==> config.mk <==
export PLATFORM = sky130hd
export DESIGN_NAME = log_event_run_detector_core
export DESIGN_NICKNAME = d
export VERILOG_FILES = /design/src/hdl/lerd_pkg.sv /design/src/hdl/lerd_front.sv /design/src/hdl/lerd_queue.sv /design/src/hdl/lerd_back.sv /design/src/hdl/log_event_run_detector_core.sv
export SDC_FILE = /design/constraint.sdc
export NUM_CORES = 1
export LEC_CHECK = 0
export ABC_AREA = 1
export BUFFER_PORTS_ARGS = -buffer_cell sky130_fd_sc_hd__buf_2
export CORE_MARGIN = 2
export CORE_UTILIZATION = 35
export DETAILED_ROUTE_END_ITERATION = 8
export PLACE_DENSITY = 0.59
export SLEW_MARGIN = 20
export SYNTH_ARGS = -nofsm -noshare
export SYNTH_HDL_FRONTEND = slang
export SYNTH_HIERARCHICAL = 1
export SYNTH_SLANG_ARGS = --single-unit
==> constraint.sdc <==
create_clock -name clock -period 4.2 [get_ports clock]
set_input_delay 0.21 -clock clock [delete_from_list [all_inputs] [get_ports clock]]
set_output_delay 0.21 -clock clock [all_outputs]
set_load 0.005 [all_outputs]
==> src/hdl/lerd_pkg.sv <==
// lerd_pkg: types and constants shared by the log event run detector modules
// holds format codes, status limits, register indexes and the classified beat struct
// no dependencies
package lerd_pkg;

   localparam logic [2:0] FMT_UNKNOWN = 3'd0;
   localparam logic [2:0] FMT_APACHE  = 3'd1;
   localparam logic [2:0] FMT_JSON    = 3'd2;
   localparam logic [2:0] FMT_NGINX   = 3'd3;
   localparam logic [2:0] FMT_SYSLOG  = 3'd4;

   localparam logic [9:0] STATUS_OK         = 10'd200;
   localparam logic [9:0] CLIENT_ERROR_MIN  = 10'd400;
   localparam logic [9:0] CLIENT_ERROR_MAX  = 10'd499;
   localparam logic [9:0] SERVER_ERROR_MIN  = 10'd500;

   localparam logic [1:0] MODE_AUTH   = 2'd0;
   localparam logic [1:0] MODE_SERVER = 2'd1;
   localparam logic [1:0] MODE_VOLUME = 2'd2;
   localparam logic [1:0] MODE_ALL    = 2'd3;

   localparam logic [1:0] CSR_DETECT_MODE   = 2'd0;
   localparam logic [1:0] CSR_AUTH_THRESH   = 2'd1;
   localparam logic [1:0] CSR_SERVER_THRESH = 2'd2;
   localparam logic [1:0] CSR_TRAFFIC_THRESH = 2'd3;

   localparam logic [1:0] RESET_DETECT_MODE    = MODE_ALL;
   localparam logic [7:0] RESET_AUTH_THRESH    = 8'd5;
   localparam logic [7:0] RESET_SERVER_THRESH  = 8'd10;
   localparam logic [7:0] RESET_TRAFFIC_THRESH = 8'd50;

   localparam int RSP_TDATA_W = 152;

   // what one event does to each run and to the totals
   typedef struct packed {
      logic       auth_hit;
      logic       auth_clr;
      logic       se_hit;
      logic       se_clr;
      logic       tr_hit;
      logic       tr_clr;
      logic [1:0] errs;
      logic [1:0] warns;
   } cls_type;

endpackage

==> src/hdl/lerd_front.sv <==
// lerd_front: accepts event beats and classifies them against the detect mode
// registers one classified beat for the queue; uses lerd_pkg
module lerd_front
   import lerd_pkg::*;
(
   input  logic        clock,
   input  logic        reset,
   input  logic        req_tvalid,
   output logic        req_tready,
   input  logic [15:0] req_tdata,
   input  logic [2:0]  req_tuser,
   input  logic [1:0]  detect_mode,
   output logic        cls_valid,
   output cls_type     cls_data,
   input  logic        cls_ready
);

   logic    valid_ff, valid_in;
   cls_type cls_ff, cls_in;
   cls_type cls_new;

   logic [2:0] fmt;
   logic [9:0] status;
   logic       warn, authf, sudo, fw;
   logic       sec_on, perf_on, traf_on;
   logic       auth_ev, se_ev, tr_ev, client_ev;

   assign fmt    = req_tuser;
   assign status = req_tdata[9:0];
   assign warn   = req_tdata[10];
   assign authf  = req_tdata[11];
   assign sudo   = req_tdata[12];
   assign fw     = req_tdata[13];

   always_comb begin
      sec_on    = (detect_mode == MODE_AUTH) || (detect_mode == MODE_ALL);
      perf_on   = (detect_mode == MODE_SERVER) || (detect_mode == MODE_ALL);
      traf_on   = (detect_mode == MODE_VOLUME) || (detect_mode == MODE_ALL);
      auth_ev   = (fmt == FMT_SYSLOG) && authf;
      se_ev     = status >= SERVER_ERROR_MIN;
      tr_ev     = (fmt == FMT_APACHE) && (status == STATUS_OK);
      client_ev = status inside {[CLIENT_ERROR_MIN:CLIENT_ERROR_MAX]};

      cls_new.auth_hit = sec_on && auth_ev;
      cls_new.auth_clr = sec_on && !auth_ev;
      cls_new.se_hit   = perf_on && se_ev;
      cls_new.se_clr   = perf_on && !se_ev && (status != 10'd0);
      cls_new.tr_hit   = traf_on && tr_ev;
      cls_new.tr_clr   = traf_on && !tr_ev;
      cls_new.errs     = {1'b0, cls_new.auth_hit} + {1'b0, cls_new.se_hit};
      cls_new.warns    = {1'b0, client_ev}
                       + {1'b0, ((fmt == FMT_JSON) || (fmt == FMT_NGINX)) && warn}
                       + {1'b0, (fmt == FMT_SYSLOG) && (sudo || fw)};
   end

   assign req_tready = !valid_ff || cls_ready;

   always_comb begin
      valid_in = valid_ff;
      cls_in   = cls_ff;
      if (req_tready) begin
         valid_in = req_tvalid;
      end
      if (req_tready && req_tvalid) begin
         cls_in = cls_new;
      end
   end

   always_ff @(posedge clock) begin
      if (reset) begin
         valid_ff <= 1'b0;
      end else begin
         valid_ff <= valid_in;
      end
      cls_ff <= cls_in;
   end

   assign cls_valid = valid_ff;
   assign cls_data  = cls_ff;

endmodule

==> src/hdl/lerd_queue.sv <==
// lerd_queue: short first-in first-out queue of classified beats
// decouples the front from the back; uses lerd_pkg
module lerd_queue
   import lerd_pkg::*;
#(
   parameter int DEPTH = 4
) (
   input  logic    clock,
   input  logic    reset,
   input  logic    push_valid,
   output logic    push_ready,
   input  cls_type push_data,
   output logic    pop_valid,
   input  logic    pop_ready,
   output cls_type pop_data
);

   localparam int PTR_W = (DEPTH > 1) ? $clog2(DEPTH) : 1;
   localparam int CNT_W = $clog2(DEPTH + 1);
   localparam logic [PTR_W-1:0] LAST_PTR = PTR_W'(DEPTH - 1);
   localparam logic [CNT_W-1:0] FULL_CNT = CNT_W'(DEPTH);

   cls_type          slot_ff [DEPTH];
   logic [PTR_W-1:0] wr_ptr_ff, wr_ptr_in;
   logic [PTR_W-1:0] rd_ptr_ff, rd_ptr_in;
   logic [CNT_W-1:0] count_ff, count_in;
   logic             do_push, do_pop;

   assign push_ready = count_ff != FULL_CNT;
   assign pop_valid  = count_ff != '0;
   assign pop_data   = slot_ff[rd_ptr_ff];
   assign do_push    = push_valid && push_ready;
   assign do_pop     = pop_valid && pop_ready;

   always_comb begin
      wr_ptr_in = wr_ptr_ff;
      rd_ptr_in = rd_ptr_ff;
      count_in  = count_ff;
      if (do_push) begin
         wr_ptr_in = (wr_ptr_ff == LAST_PTR) ? '0 : wr_ptr_ff + 1'b1;
      end
      if (do_pop) begin
         rd_ptr_in = (rd_ptr_ff == LAST_PTR) ? '0 : rd_ptr_ff + 1'b1;
      end
      if (do_push && !do_pop) begin
         count_in = count_ff + 1'b1;
      end else if (do_pop && !do_push) begin
         count_in = count_ff - 1'b1;
      end
   end

   always_ff @(posedge clock) begin
      if (reset) begin
         wr_ptr_ff <= '0;
         rd_ptr_ff <= '0;
         count_ff  <= '0;
      end else begin
         wr_ptr_ff <= wr_ptr_in;
         rd_ptr_ff <= rd_ptr_in;
         count_ff  <= count_in;
      end
      if (do_push) begin
         slot_ff[wr_ptr_ff] <= push_data;
      end
   end

endmodule

==> src/hdl/lerd_back.sv <==
// lerd_back: updates run counters and saturating totals from classified beats
// holds the result register of the rsp channel; uses lerd_pkg
module lerd_back
   import lerd_pkg::*;
(
   input  logic                   clock,
   input  logic                   reset,
   input  logic                   cls_valid,
   output logic                   cls_ready,
   input  cls_type                cls_data,
   input  logic [7:0]             auth_thresh,
   input  logic [7:0]             server_thresh,
   input  logic [7:0]             traffic_thresh,
   output logic                   rsp_tvalid,
   input  logic                   rsp_tready,
   output logic [RSP_TDATA_W-1:0] rsp_tdata
);

   logic [7:0]  auth_ff, auth_in;
   logic [7:0]  se_run_ff, se_run_in;
   logic [7:0]  tr_run_ff, tr_run_in;
   logic [31:0] lines_ff, lines_in;
   logic [31:0] errors_ff, errors_in;
   logic [31:0] warns_ff, warns_in;
   logic [15:0] brute_ff, brute_in;
   logic [15:0] burst_ff, burst_in;
   logic [15:0] traffic_ff, traffic_in;
   logic        valid_ff, valid_in;
   logic [RSP_TDATA_W-1:0] data_ff, data_in;

   logic [7:0]  auth_inc, se_inc, tr_inc;
   logic        bf_alarm, se_alarm, tr_alarm;
   logic [32:0] err_sum, warn_sum;
   logic        take;

   assign cls_ready = !valid_ff || rsp_tready;
   assign take      = cls_valid && cls_ready;

   always_comb begin
      auth_inc = auth_ff + 8'd1;
      se_inc   = se_run_ff + 8'd1;
      tr_inc   = tr_run_ff + 8'd1;
      bf_alarm = cls_data.auth_hit && (auth_inc >= auth_thresh);
      se_alarm = cls_data.se_hit && (se_inc >= server_thresh);
      tr_alarm = cls_data.tr_hit && (tr_inc >= traffic_thresh);

      auth_in = auth_ff;
      if (cls_data.auth_hit) begin
         auth_in = bf_alarm ? 8'd0 : auth_inc;
      end else if (cls_data.auth_clr) begin
         auth_in = 8'd0;
      end
      se_run_in = se_run_ff;
      if (cls_data.se_hit) begin
         se_run_in = se_alarm ? 8'd0 : se_inc;
      end else if (cls_data.se_clr) begin
         se_run_in = 8'd0;
      end
      tr_run_in = tr_run_ff;
      if (cls_data.tr_hit) begin
         tr_run_in = tr_alarm ? 8'd0 : tr_inc;
      end else if (cls_data.tr_clr) begin
         tr_run_in = 8'd0;
      end

      lines_in = (lines_ff == '1) ? lines_ff : lines_ff + 32'd1;
      err_sum  = {1'b0, errors_ff} + {31'd0, cls_data.errs};
      warn_sum = {1'b0, warns_ff} + {31'd0, cls_data.warns};
      errors_in = err_sum[32] ? '1 : err_sum[31:0];
      warns_in  = warn_sum[32] ? '1 : warn_sum[31:0];
      brute_in   = (bf_alarm && brute_ff != '1) ? brute_ff + 16'd1 : brute_ff;
      burst_in   = (se_alarm && burst_ff != '1) ? burst_ff + 16'd1 : burst_ff;
      traffic_in = (tr_alarm && traffic_ff != '1) ? traffic_ff + 16'd1 : traffic_ff;

      data_in = {1'b0, traffic_in, burst_in, brute_in, warns_in, errors_in, lines_in,
                 tr_alarm, se_alarm, bf_alarm, cls_data.warns, cls_data.errs};

      valid_in = valid_ff;
      if (cls_ready) begin
         valid_in = cls_valid;
      end
   end

   always_ff @(posedge clock) begin
      if (reset) begin
         valid_ff   <= 1'b0;
         auth_ff    <= '0;
         se_run_ff  <= '0;
         tr_run_ff  <= '0;
         lines_ff   <= '0;
         errors_ff  <= '0;
         warns_ff   <= '0;
         brute_ff   <= '0;
         burst_ff   <= '0;
         traffic_ff <= '0;
      end else begin
         valid_ff <= valid_in;
         if (take) begin
            auth_ff    <= auth_in;
            se_run_ff  <= se_run_in;
            tr_run_ff  <= tr_run_in;
            lines_ff   <= lines_in;
            errors_ff  <= errors_in;
            warns_ff   <= warns_in;
            brute_ff   <= brute_in;
            burst_ff   <= burst_in;
            traffic_ff <= traffic_in;
         end
      end
      if (take) begin
         data_ff <= data_in;
      end
   end

   assign rsp_tvalid = valid_ff;
   assign rsp_tdata  = data_ff;

endmodule

==> src/hdl/log_event_run_detector_core.sv <==
// log_event_run_detector_core: top level of the log event run detector
// holds the control registers and joins lerd_front, lerd_queue and lerd_back; uses lerd_pkg
//
//  channel | direction | beat contents
//  --------+-----------+-----------------------------------------------------------
//  req_    | in        | one log event to classify
//  rsp_    | out       | per-event counts, alarms and running totals
//  csr_    | in        | register index and write data, always ready
//
// one event per cycle sustained while rsp_ is ready; an event passes from req to rsp
// through the front register, a queue slot and the result register
// reset is synchronous: runs, totals and queue clear, registers take defaults
// a stalled rsp_ fills the queue of QUEUE_DEPTH beats before req_tready drops
module log_event_run_detector_core
   import lerd_pkg::*;
#(
   parameter int QUEUE_DEPTH = 4
) (
   input  logic                   clock,
   input  logic                   reset,
   input  logic                   req_tvalid,
   output logic                   req_tready,
   input  logic [15:0]            req_tdata,  // http_status, level_is_warn, auth_failure,
                                              // sudo_attempt, firewall_block, zero pad
   input  logic [2:0]             req_tuser,  // log_format
   output logic                   rsp_tvalid,
   input  logic                   rsp_tready,
   output logic [RSP_TDATA_W-1:0] rsp_tdata,  // item_errors, item_warnings,
                                              // brute_force_alarm, server_error_alarm,
                                              // traffic_alarm, lines_total, errors_total,
                                              // warnings_total, brute_force_detections,
                                              // server_error_detections,
                                              // traffic_detections, zero pad
   input  logic                   csr_valid,
   output logic                   csr_ready,
   input  logic [1:0]             csr_index,
   input  logic [7:0]             csr_data
);

   logic [1:0] mode_ff, mode_in;
   logic [7:0] auth_thr_ff, auth_thr_in;
   logic [7:0] se_thr_ff, se_thr_in;
   logic [7:0] tr_thr_ff, tr_thr_in;

   logic    f_valid, f_ready;
   cls_type f_data;
   logic    q_valid, q_ready;
   cls_type q_data;

   assign csr_ready = 1'b1;

   always_comb begin
      mode_in     = mode_ff;
      auth_thr_in = auth_thr_ff;
      se_thr_in   = se_thr_ff;
      tr_thr_in   = tr_thr_ff;
      if (csr_valid) begin
         case (csr_index)
            CSR_DETECT_MODE:    mode_in     = csr_data[1:0];
            CSR_AUTH_THRESH:    auth_thr_in = csr_data;
            CSR_SERVER_THRESH:  se_thr_in   = csr_data;
            CSR_TRAFFIC_THRESH: tr_thr_in   = csr_data;
            default: ;
         endcase
      end
   end

   always_ff @(posedge clock) begin
      if (reset) begin
         mode_ff     <= RESET_DETECT_MODE;
         auth_thr_ff <= RESET_AUTH_THRESH;
         se_thr_ff   <= RESET_SERVER_THRESH;
         tr_thr_ff   <= RESET_TRAFFIC_THRESH;
      end else begin
         mode_ff     <= mode_in;
         auth_thr_ff <= auth_thr_in;
         se_thr_ff   <= se_thr_in;
         tr_thr_ff   <= tr_thr_in;
      end
   end

   lerd_front u_front (
      .clock       (clock),
      .reset       (reset),
      .req_tvalid  (req_tvalid),
      .req_tready  (req_tready),
      .req_tdata   (req_tdata),
      .req_tuser   (req_tuser),
      .detect_mode (mode_ff),
      .cls_valid   (f_valid),
      .cls_data    (f_data),
      .cls_ready   (f_ready)
   );

   lerd_queue #(
      .DEPTH (QUEUE_DEPTH)
   ) u_queue (
      .clock      (clock),
      .reset      (reset),
      .push_valid (f_valid),
      .push_ready (f_ready),
      .push_data  (f_data),
      .pop_valid  (q_valid),
      .pop_ready  (q_ready),
      .pop_data   (q_data)
   );

   lerd_back u_back (
      .clock          (clock),
      .reset          (reset),
      .cls_valid      (q_valid),
      .cls_ready      (q_ready),
      .cls_data       (q_data),
      .auth_thresh    (auth_thr_ff),
      .server_thresh  (se_thr_ff),
      .traffic_thresh (tr_thr_ff),
      .rsp_tvalid     (rsp_tvalid),
      .rsp_tready     (rsp_tready),
      .rsp_tdata      (rsp_tdata)
   );

endmodule

==> results of run 1 <==
==> cell type report <==
type                            instances  area [um2]  area share (%)
Clock inverter                         23       281.5           1.155
Clock buffer                           65        1275           5.232
Tap cell                              773       967.2           3.969
Multi-Input combinational cell       1793        9060           37.18
Sequential cell                       406       10140           41.61
Timing Repair Buffer                  212        1186           4.868
Inverter                              386        1458           5.982
==> cell families (layout without fill, tap and decap cells) <==
| kind of cell | after synthesis | count (layout) | synth area share [%] |
|---|---|---|---|
| AOI/OAI and AO/OA | 300 | 300 | 7.426 |
| adders and majority gates | 49 | 49 | 3.048 |
| and+or+nand+nor | 1390 | 1390 | 30.12 |
| DFF | 406 | 406 | 48.06 |
| buffers and inverters | 477 | 686 | 9.145 |
| xor gates and xnor gates | 52 | 52 | 2.159 |
| other | 2 | 2 | 0.03560 |
==> worst paths after layout <==
kind / end / cells past startpoint / slack [ns]
worst min-delay path: auth_thr_ff[0] / 4 / 0.03
worst min register to register: auth_thr_ff[2] / 2 / 0.47
worst max-delay path: u_back/errors_ff[14] / 15 / 0.89
worst max register to register: u_back/errors_ff[14] / 15 / 0.89
==> power groups by stage <==
stage,clock (W),combinational (W),sequential (W)
finish,0.00414,0.00591,0.00735
floorplan,0,0.00390,0.00719
global placement,0,0.00590,0.00744
detailed placement,0,0.00596,0.00741
CTS,0.00427,0.00600,0.00737
global route,0.00443,0.00680,0.00758
==> stage by stage <==
| stage | setup slack, ns | util, % | instances | cell area (um2) |
|---|---|---|---|---|
| after CTS | 0.7236 | 41.05 | 3658 | 24370 |
| after detailed placement | 0.7322 | 38.25 | 3559 | 22700 |
| after global routing | 0.4793 | 41.05 | 3658 | 24370 |
| final | 0.8918 | 41.05 | 3658 | 24370 |
| after floorplan | 0.9178 | - | 2676 | 21100 |
| after global placement | 0.7856 | 38.25 | 3559 | 22700 |
==> flip-flops by register name (all words and copies together) (netlist names), 8 cells and up, named ones only <==
register and flops:
u_back/rsp_tdata 151, u_queue/slot_ff 40, u_back/errors_ff 32, u_back/lines_ff 32
u_back/warns_ff 32, u_back/brute_ff 16, u_back/burst_ff 16, u_back/traffic_ff 16
u_front/cls_data 10, auth_thr_ff 8, se_thr_ff 8, tr_thr_ff 8
u_back/auth_ff 8, u_back/se_run_ff 8, u_back/tr_run_ff 8
==> per-layer routing <==
metal / vias up / track usage [%]
met5: - / 0
met4: 0 / 4.182
met3: 61 / 2.899
met2: 326 / 27.65
met1: 7938 / 22.62
li1: 9012 / -
==> worst register-to-register path, cell delays in order, from the launching register on <==
cell	delay (ns)
dfxtp_1	0.42
inv_1	0.28
o21ai_0	0.15
o22ai_1	0.41
ha_1	0.27
inv_1	0.06
fa_1	0.41
inv_1	0.13
nand2_1	0.11
nor3_4	0.26
inv_2	0.09
nor2_2	0.21
xor2_1	0.17
nand2_1	0.08
o21ai_1	0.13
inv_1	0.06
==> Yosys cell counts (all sizes together), types with 3 or more instances <==
cell type,count
a21oi,132
a31oi,7
buf,49
clkbuf,42
clkinv,3
dfxtp,205
edfxtp,201
fa,4
ha,45
inv,383
nand2,664
nand3,219
nand3b,18
nand4,84
nor2,359
nor3,34
o21a,5
o21ai,144
o22ai,10
or2,7
xnor2,8
xor2,44
==> what timing repair did <==
action,CTS,global route
endpoints found under the hold margin,27,0
gates resized for setup,0,0
endpoints found under the setup margin,0,0
hold buffers,11,0
==> run metrics, run 1 <==
most frequent cells in the layout nand2_1, inv_1, nor2_1, dfxtp_1, edfxtp_1; CP delay by family, top compound AO/OA/AOI/OAI gates; syn nets 2759; CP Capture Type register; PwrDens just over 700 nW/um2; count of cell types in the netlist 52; total power 0.01740 W; Filler cells 6067; Worst setup SP type register; RSZ-0062 raised after global routing no; worst rel slew slack 31.41%; Worst Hold Class in -> reg; first-pass GRT wire length roughly 85000 um; top post-synthesis cells by area edfxtp_1, dfxtp_1, nand2_1, inv_1, nor2_1; routed via count ~17000; Final nets 2929; mapped cell area between 20000 and 25000 um2; Residual DRC 0; met1 WL approximately 25000 um; die area ~62000 um2; WP data required 4.67 ns; Lkg Pwr 11.10 nW; Die Ht between 200 and 250 um; Num CTS Buffers 47; mean number of vias per cell between 4 and 5; sequential fraction of the synthesis area 48.06%; Comb power frac 33.9%; core area around 59000 um2; CTS tree yes; most common cell after layout, fill and taps aside nand2_1; layout cells sized above 1 13.55%; Setup Skew 0.04147 ns; gr ovfl total 0; Bufs and invs on worst path 5; power share of the sequential group 42.3%; Reg clk slew, reported paths roughly 0.060 ns; wire per inst 14.34 um; Slew @ Worst Pin 1.025 ns; Yosys top cell by area edfxtp_1; P_sw roughly 0.0067 W; Period Utilization, post-route about four fifths; Routed WL ~52000 um; drt pass-1 iters 5; antenna cell count 0; # rows 89; # clock sinks ~410; setup TNS 0 ns; Post-DRT Antenna Nets 0; DRT iter0 DRCs about 1000; ys flop type dfxtp_1; met3 routed WL approximately 2300 um; deepest clock path buffer count 3; Final min period about 3.3 ns; DP Wirelength ~37000 um; Clock power frac about a quarter; max_cap viols 0; worst-path fanout max 11; Min Hold Slack 0.03485 ns; global placement routability congestion ~0.88; Peak VDD IR 0.6938 mV; max-slew violations 0; worst setup path class reg -> reg; Worst EP arrival roughly 3.8 ns; Yosys reg bits between 400 and 500; sw frac 38.55%; top-area cell type share of the netlist area 28.61%; Post-Synthesis Cells roughly 2700; CP peak stage delay ~0.42 ns; initial antenna violation count 0; fmax 0.3023 GHz; FFs w/ async S/R, synth 0%; CTS H-Tree Depth 2; CP max stage cell dfxtp_1; clock latency on the worst-skew pair roughly 0.59 ns; Final Setup Violations 0; total track usage about 17%; area grow syn2layout 15.50%; outcome finished clean; number of global-route vias before repair 16101; DR top layer met4; most used cell along the critical path inv_1; CTS Root Cell clkbuf_16; I/O pin count between 150 and 200; final hold violations 0; WL met2 about 24000 um; cells along the critical path inv_1 > o21ai_0 > o22ai_1 > ha_1 > inv_1 > fa_1 > inv_1 > nand2_1 > nor3_4 > inv_2 > nor2_2 > xor2_1 > nand2_1 > o21ai_1 > inv_1; chip width 249.5 um; hold_sp csr_index[1]; port bufs around 180; Cell Int Power about 0.011 W; Mapped Avg Cell Area roughly 7.9 um2; largest net degree at the start of global routing ~180; EDFF count, synth around 200; Starting Density between 30% and 40%; YS warnings 6; Post CTS Setup Buffer Count 0
No activity file was read; power rests on OpenSTA's default activity.
==> run 2, diff against run 1 <==
PLACE_DENSITY = 0.61   (was 0.59)
clock period = 2.7 ns   (was 4.2 ns; I/O delays follow)
==> run metrics, run 2 (synthesis gave the netlist of run 1 again) <==
DP Wirelength 37170 um; most common cell after layout, fill and taps aside nand2_1; antenna cell count 0; Lkg Pwr about 12 nW; area grow syn2layout 20.35%; deepest clock path buffer count 3; WP data required between 3 and 4 ns; CP max stage cell fa_2; Worst setup SP type register; global placement routability congestion about 0.89; Setup Skew roughly 0.022 ns; Final min period roughly 2.6 ns; # rows 89; Worst Hold Class in -> reg; Worst EP arrival roughly 3.1 ns; Slew @ Worst Pin around 0.74 ns; final hold violations 0; global routing's busiest layer met2; number of global-route vias before repair between 15000 and 20000; M3 GR Usage under 10%; first-pass GRT wire length around 85000 um; PwrDens roughly 1100 nW/um2; Peak VDD IR 0.6167 mV; chip width ~250 um; Final Setup Violations 0; drt pass-1 iters 5; Residual DRC 0; worst setup path class reg -> reg; cells along the critical path inv_4 > buf_6 > nor2_2 > o22ai_2 > ha_2 > inv_2 > fa_2 > inv_2 > nand4_2 > nor2_4 > nand2_4 > buf_4 > nand2_1 > o21ai_0 > inv_1; Final nets 3001; total power between 0.02 and 0.03 W; mean number of vias per cell 4.774; max_cap viols 0; most used cell along the critical path inv_2; gr ovfl total 0; most frequent cells in the layout nand2_1, inv_1, nor2_1, edfxtp_1, dfxtp_1; CTS Root Cell clkbuf_16; clock latency on the worst-skew pair between 0.5 and 0.6 ns; Filler cells just under 6000; Starting Density between 30% and 40%; routed via count around 18000; worst-path fanout max 13; outcome finished clean; met2 Use GR between 20% and 30%; # clock sinks about 410; CTS tree yes; total track usage 16.62%; max-slew violations 0; Bufs and invs on worst path 6; cell area after layout 25390 um2; core area 59350 um2; largest net degree at the start of global routing around 120; Num CTS Buffers 49; max FFs per register approximately 150; port bufs 184; met1 usage between 20% and 30%; CP delay by family, top simple AND/OR/NAND/NOR gates; fmax 0.3877 GHz; Period Utilization, post-route roughly 96%; die area roughly 62000 um2; layout cells sized above 1 between 10% and 20%; CP Capture Type register; initial antenna violation count 0; Post-DRT Antenna Nets 0; I/O pin count about 190; Routed WL about 53000 um; wire per inst 14.21 um; worst rel slew slack between 50% and 60%; CP peak stage delay roughly 0.4 ns; CTS H-Tree Depth 2; Placed Area roughly 23000 um2; Die Ht between 200 and 250 um; Reg clk slew, reported paths around 0.06 ns; DRT iter0 DRCs 1155
==> run 2: tightest hold or removal path: cells and delay by family <==
kind	cells	cell delay, ns
AND/OR/NAND/NOR	3	0.19
buffers and inverters	1	0.09
==> run 2: final timing paths <==
kind,from,end,slack (ns),cells after the start
worst min-delay path,req_tuser[0],u_front/cls_data[9],0.02,4
worst min register to register,tr_thr_ff[1],tr_thr_ff[1],0.47,2
worst max-delay path,register,u_back/warns_ff[0],0.12,15
worst max register to register,register,u_back/warns_ff[0],0.12,15
==> run 2: final cells by class <==
| type | instances | area (um2) | share of cell area (%) |
|---|---|---|---|
| sequential | 406 | 10150 | 39.99 |
| multi-input combinational | 1793 | 9185 | 36.18 |
| timing repair buffer | 282 | 1862 | 7.333 |
| inverter | 386 | 1460 | 5.751 |
| clock buffer | 59 | 1366 | 5.381 |
| tap | 773 | 967.2 | 3.809 |
| clock inverter | 33 | 396.6 | 1.562 |
==> run 2: power by group <==
group / total, W / switching (W) / internal [W]
logic: 0.00968 / 0.00613 / 0.00355
clock network: 0.00712 / 0.00274 / 0.00439
registers: 0.0115 / 0.00190 / 0.00962
total: 0.0283 / 0.0108 / 0.0176
==> run 2: what timing repair did <==
action	CTS	global route
hold endpoints to repair	34	0
pin swaps	2	11
cloned	0	0
hold buffers	22	0
setup buffers	0	5
endpoints found under the setup margin	51	145
gates resized for setup	7	49
==> run 2: per-layer routing <==
layer  up-vias  routed length [um]  part of all wire, %
li1       9176                   -                    -
met1      8167               25390                   48
met2       407               23910                   45
met3        68                2887                  5.4
met4         0                 835                  1.6
met5         -                   0                    0
==> run 2: per-stage QoR <==
step | hold slack (ns) | instances | util (%) | setup TNS, ns | worst slack, ns
4_1_cts | 0.004906 | 3727 | 42.46 | 0 | 0.04565
5_1_grt | 0.04068 | 3732 | 42.78 | -0.1159 | -0.03564
3_5_place_dp | 0.4086 | 3613 | 39.10 | -1.721 | -0.1134
2_1_floorplan | 0.2041 | 2676 | - | 0 | 0.2294
6_report | 0.02448 | 3732 | 42.78 | 0 | 0.1207
3_3_place_gp | 0.4066 | 3613 | 39.10 | -0.3369 | -0.06067
==> run 3, diff against run 2 <==
--- a/config.mk
+++ b/config.mk
@@ -12,3 +12,3 @@
 export DETAILED_ROUTE_END_ITERATION = 8
-export PLACE_DENSITY = 0.61
+export PLACE_DENSITY = 0.54
 export SLEW_MARGIN = 20
==> constraint.sdc (replaced) <==
create_clock -name clock -period 2.7 [get_ports clock]
set_input_delay 0.27 -clock clock [delete_from_list [all_inputs] [get_ports clock]]
set_output_delay 0.27 -clock clock [all_outputs]
set_load 0.005 [all_outputs]
==> run metrics, run 3 (synthesis gave the netlist of run 1 again) <==
outcome finished clean; CTS Root Cell clkbuf_16; CTS tree yes; # rows 89; reg2reg setup slack 0.16 ns; Num CTS Buffers 48; Slew @ Worst Pin about 0.96 ns; hold_sp reset; worst setup path class reg -> reg; number of global-route vias before repair 17279; CP peak stage delay 0.38 ns; routed via count around 18000; Starting Density between 30% and 40%; Routed WL 55490 um; deepest clock path buffer count 3; wire per inst ~15 um; Bufs and invs on worst path 4; max-slew violations 0; clock latency on the worst-skew pair slightly below 0.6 ns; Filler cells between 5000 and 6000; drt pass-1 iters 5; most frequent cells in the layout nand2_1, inv_1, nor2_1, edfxtp_1, dfxtp_1; WP depth 14; FF-to-FF End u_back/rsp_tdata[100]; mean number of vias per cell a little under 5; most common cell after layout, fill and taps aside nand2_1; global placement routability congestion 0.9025; area grow syn2layout 19.23%; die area just over 60000 um2; DP Wirelength just under 40000 um; worst-path fanout max 6; Die Ht 249.5 um; max FFs per register about 150; Setup Skew around 0.021 ns; Worst EP arrival ~2.9 ns; max_cap viols 0; largest net degree at the start of global routing 179; CP max stage cell dfxtp_4; Residual DRC 0; Final min period about 2.5 ns; Worst Setup EP u_back/rsp_tdata[100]; total power between 0.02 and 0.03 W; layout cells sized above 1 16.88%; Reg clk slew, reported paths 0.06 ns; total track usage between 10% and 20%; Post-DRT Antenna Nets 0; port bufs 184; worst rel slew slack a little over a third; final hold violations 0; Worst Hold Class in -> reg; Peak VDD IR 0.8741 mV; Lkg Pwr roughly 12 nW; # clock sinks 406; gr ovfl total 0; first-pass GRT wire length roughly 89000 um; RSZ-0062 raised after global routing yes; Min Hold Slack just under 0.05 ns; CTS H-Tree Depth 2; antenna cell count 0; PwrDens approximately 1100 nW/um2; WP data required roughly 3.0 ns; Final Setup Violations 0; Final nets between 2000 and 3000; cells along the critical path inv_4 > buf_4 > o21ai_0 > o22ai_1 > buf_4 > ha_1 > nand2_2 > o21ai_4 > nand2_2 > buf_4 > nor2_2 > nand2_1 > nand2_1 > nand3_2; CP Capture Type register; most used cell along the critical path buf_4; I/O pin count around 190; chip width about 250 um; reg2reg path depth 14; DRT iter0 DRCs around 1100; core area ~59000 um2; Period Utilization, post-route between 90% and 100%; Final Non-Filler Cells ~3700; fmax around 0.4 GHz; Worst setup SP type register; initial antenna violation count 2; CP delay by family, top simple AND/OR/NAND/NOR gates; Post-Place Cells 3605
run 3: cell count changes in the layout (fill, tap and decap cells not counted), sizes merged:
cell	delta
inv	-3
dlygate4sd3	-13
buf	-5
clkbuf	+3
clkinv	+1
clkinvlp	-3
run 3: layout make-up:
| class | instances | area [um2] | share of cell area (%) |
|---|---|---|---|
| sequential | 406 | 10160 | 40.38 |
| multi-input combinational | 1793 | 9201 | 36.58 |
| timing repair buffer | 264 | 1669 | 6.636 |
| inverter | 386 | 1460 | 5.805 |
| clock buffer | 62 | 1346 | 5.352 |
| tap | 773 | 967.2 | 3.845 |
| clock inverter | 28 | 351.6 | 1.398 |
run 3: through the flow:
stage	instance area [um2]	setup TNS, ns	util, %	setup slack [ns]
2_1_floorplan	21100	0	-	0.2294
3_3_place_gp	23120	-0.2951	38.95	-0.09775
3_5_place_dp	23120	-0.5738	38.95	-0.1023
4_1_cts	24940	0	42.02	0.0001497
5_1_grt	25150	-0.1503	42.38	-0.04474
6_report	25150	0	42.38	0.1576
run 3: routing by layer:
layer	global-route usage (%)	vias up	share of wire, %
li1	-	9139	-
met3	2.607	77	4.4
met5	0	-	0.013
met1	22.69	8485	45
met2	30.38	355	48
met4	4.923	2	2.1
run 3: power by group:
group          leakage [nW]  total (W)  switching (W)  internal, W
combinational          7.01    0.00977        0.00626      0.00351
clock                 0.828    0.00690        0.00262      0.00428
sequential             3.69     0.0115        0.00187      0.00962
total                  11.5     0.0282         0.0107       0.0174
run 3: repair_timing:
action                     CTS  global route
gates resized for setup     12            50
setup endpoints to repair   22           214
buffers inserted             1             7
hold endpoints to repair    24             0
hold buffers                 9             0
pin swaps                    5            12
run 3: worst min path at each step:
stage          depth (start not counted)  slack (ns)                  end
6_report                               2        0.05  u_back/tr_run_ff[3]
5_1_grt                                2        0.03  u_back/tr_run_ff[4]
4_1_cts                                3        0.02       auth_thr_ff[0]
3_5_place_dp                           2        0.46         tr_thr_ff[4]
3_3_place_gp                           2        0.45       auth_thr_ff[2]
2_1_floorplan                          1        0.34    u_front/cls_valid
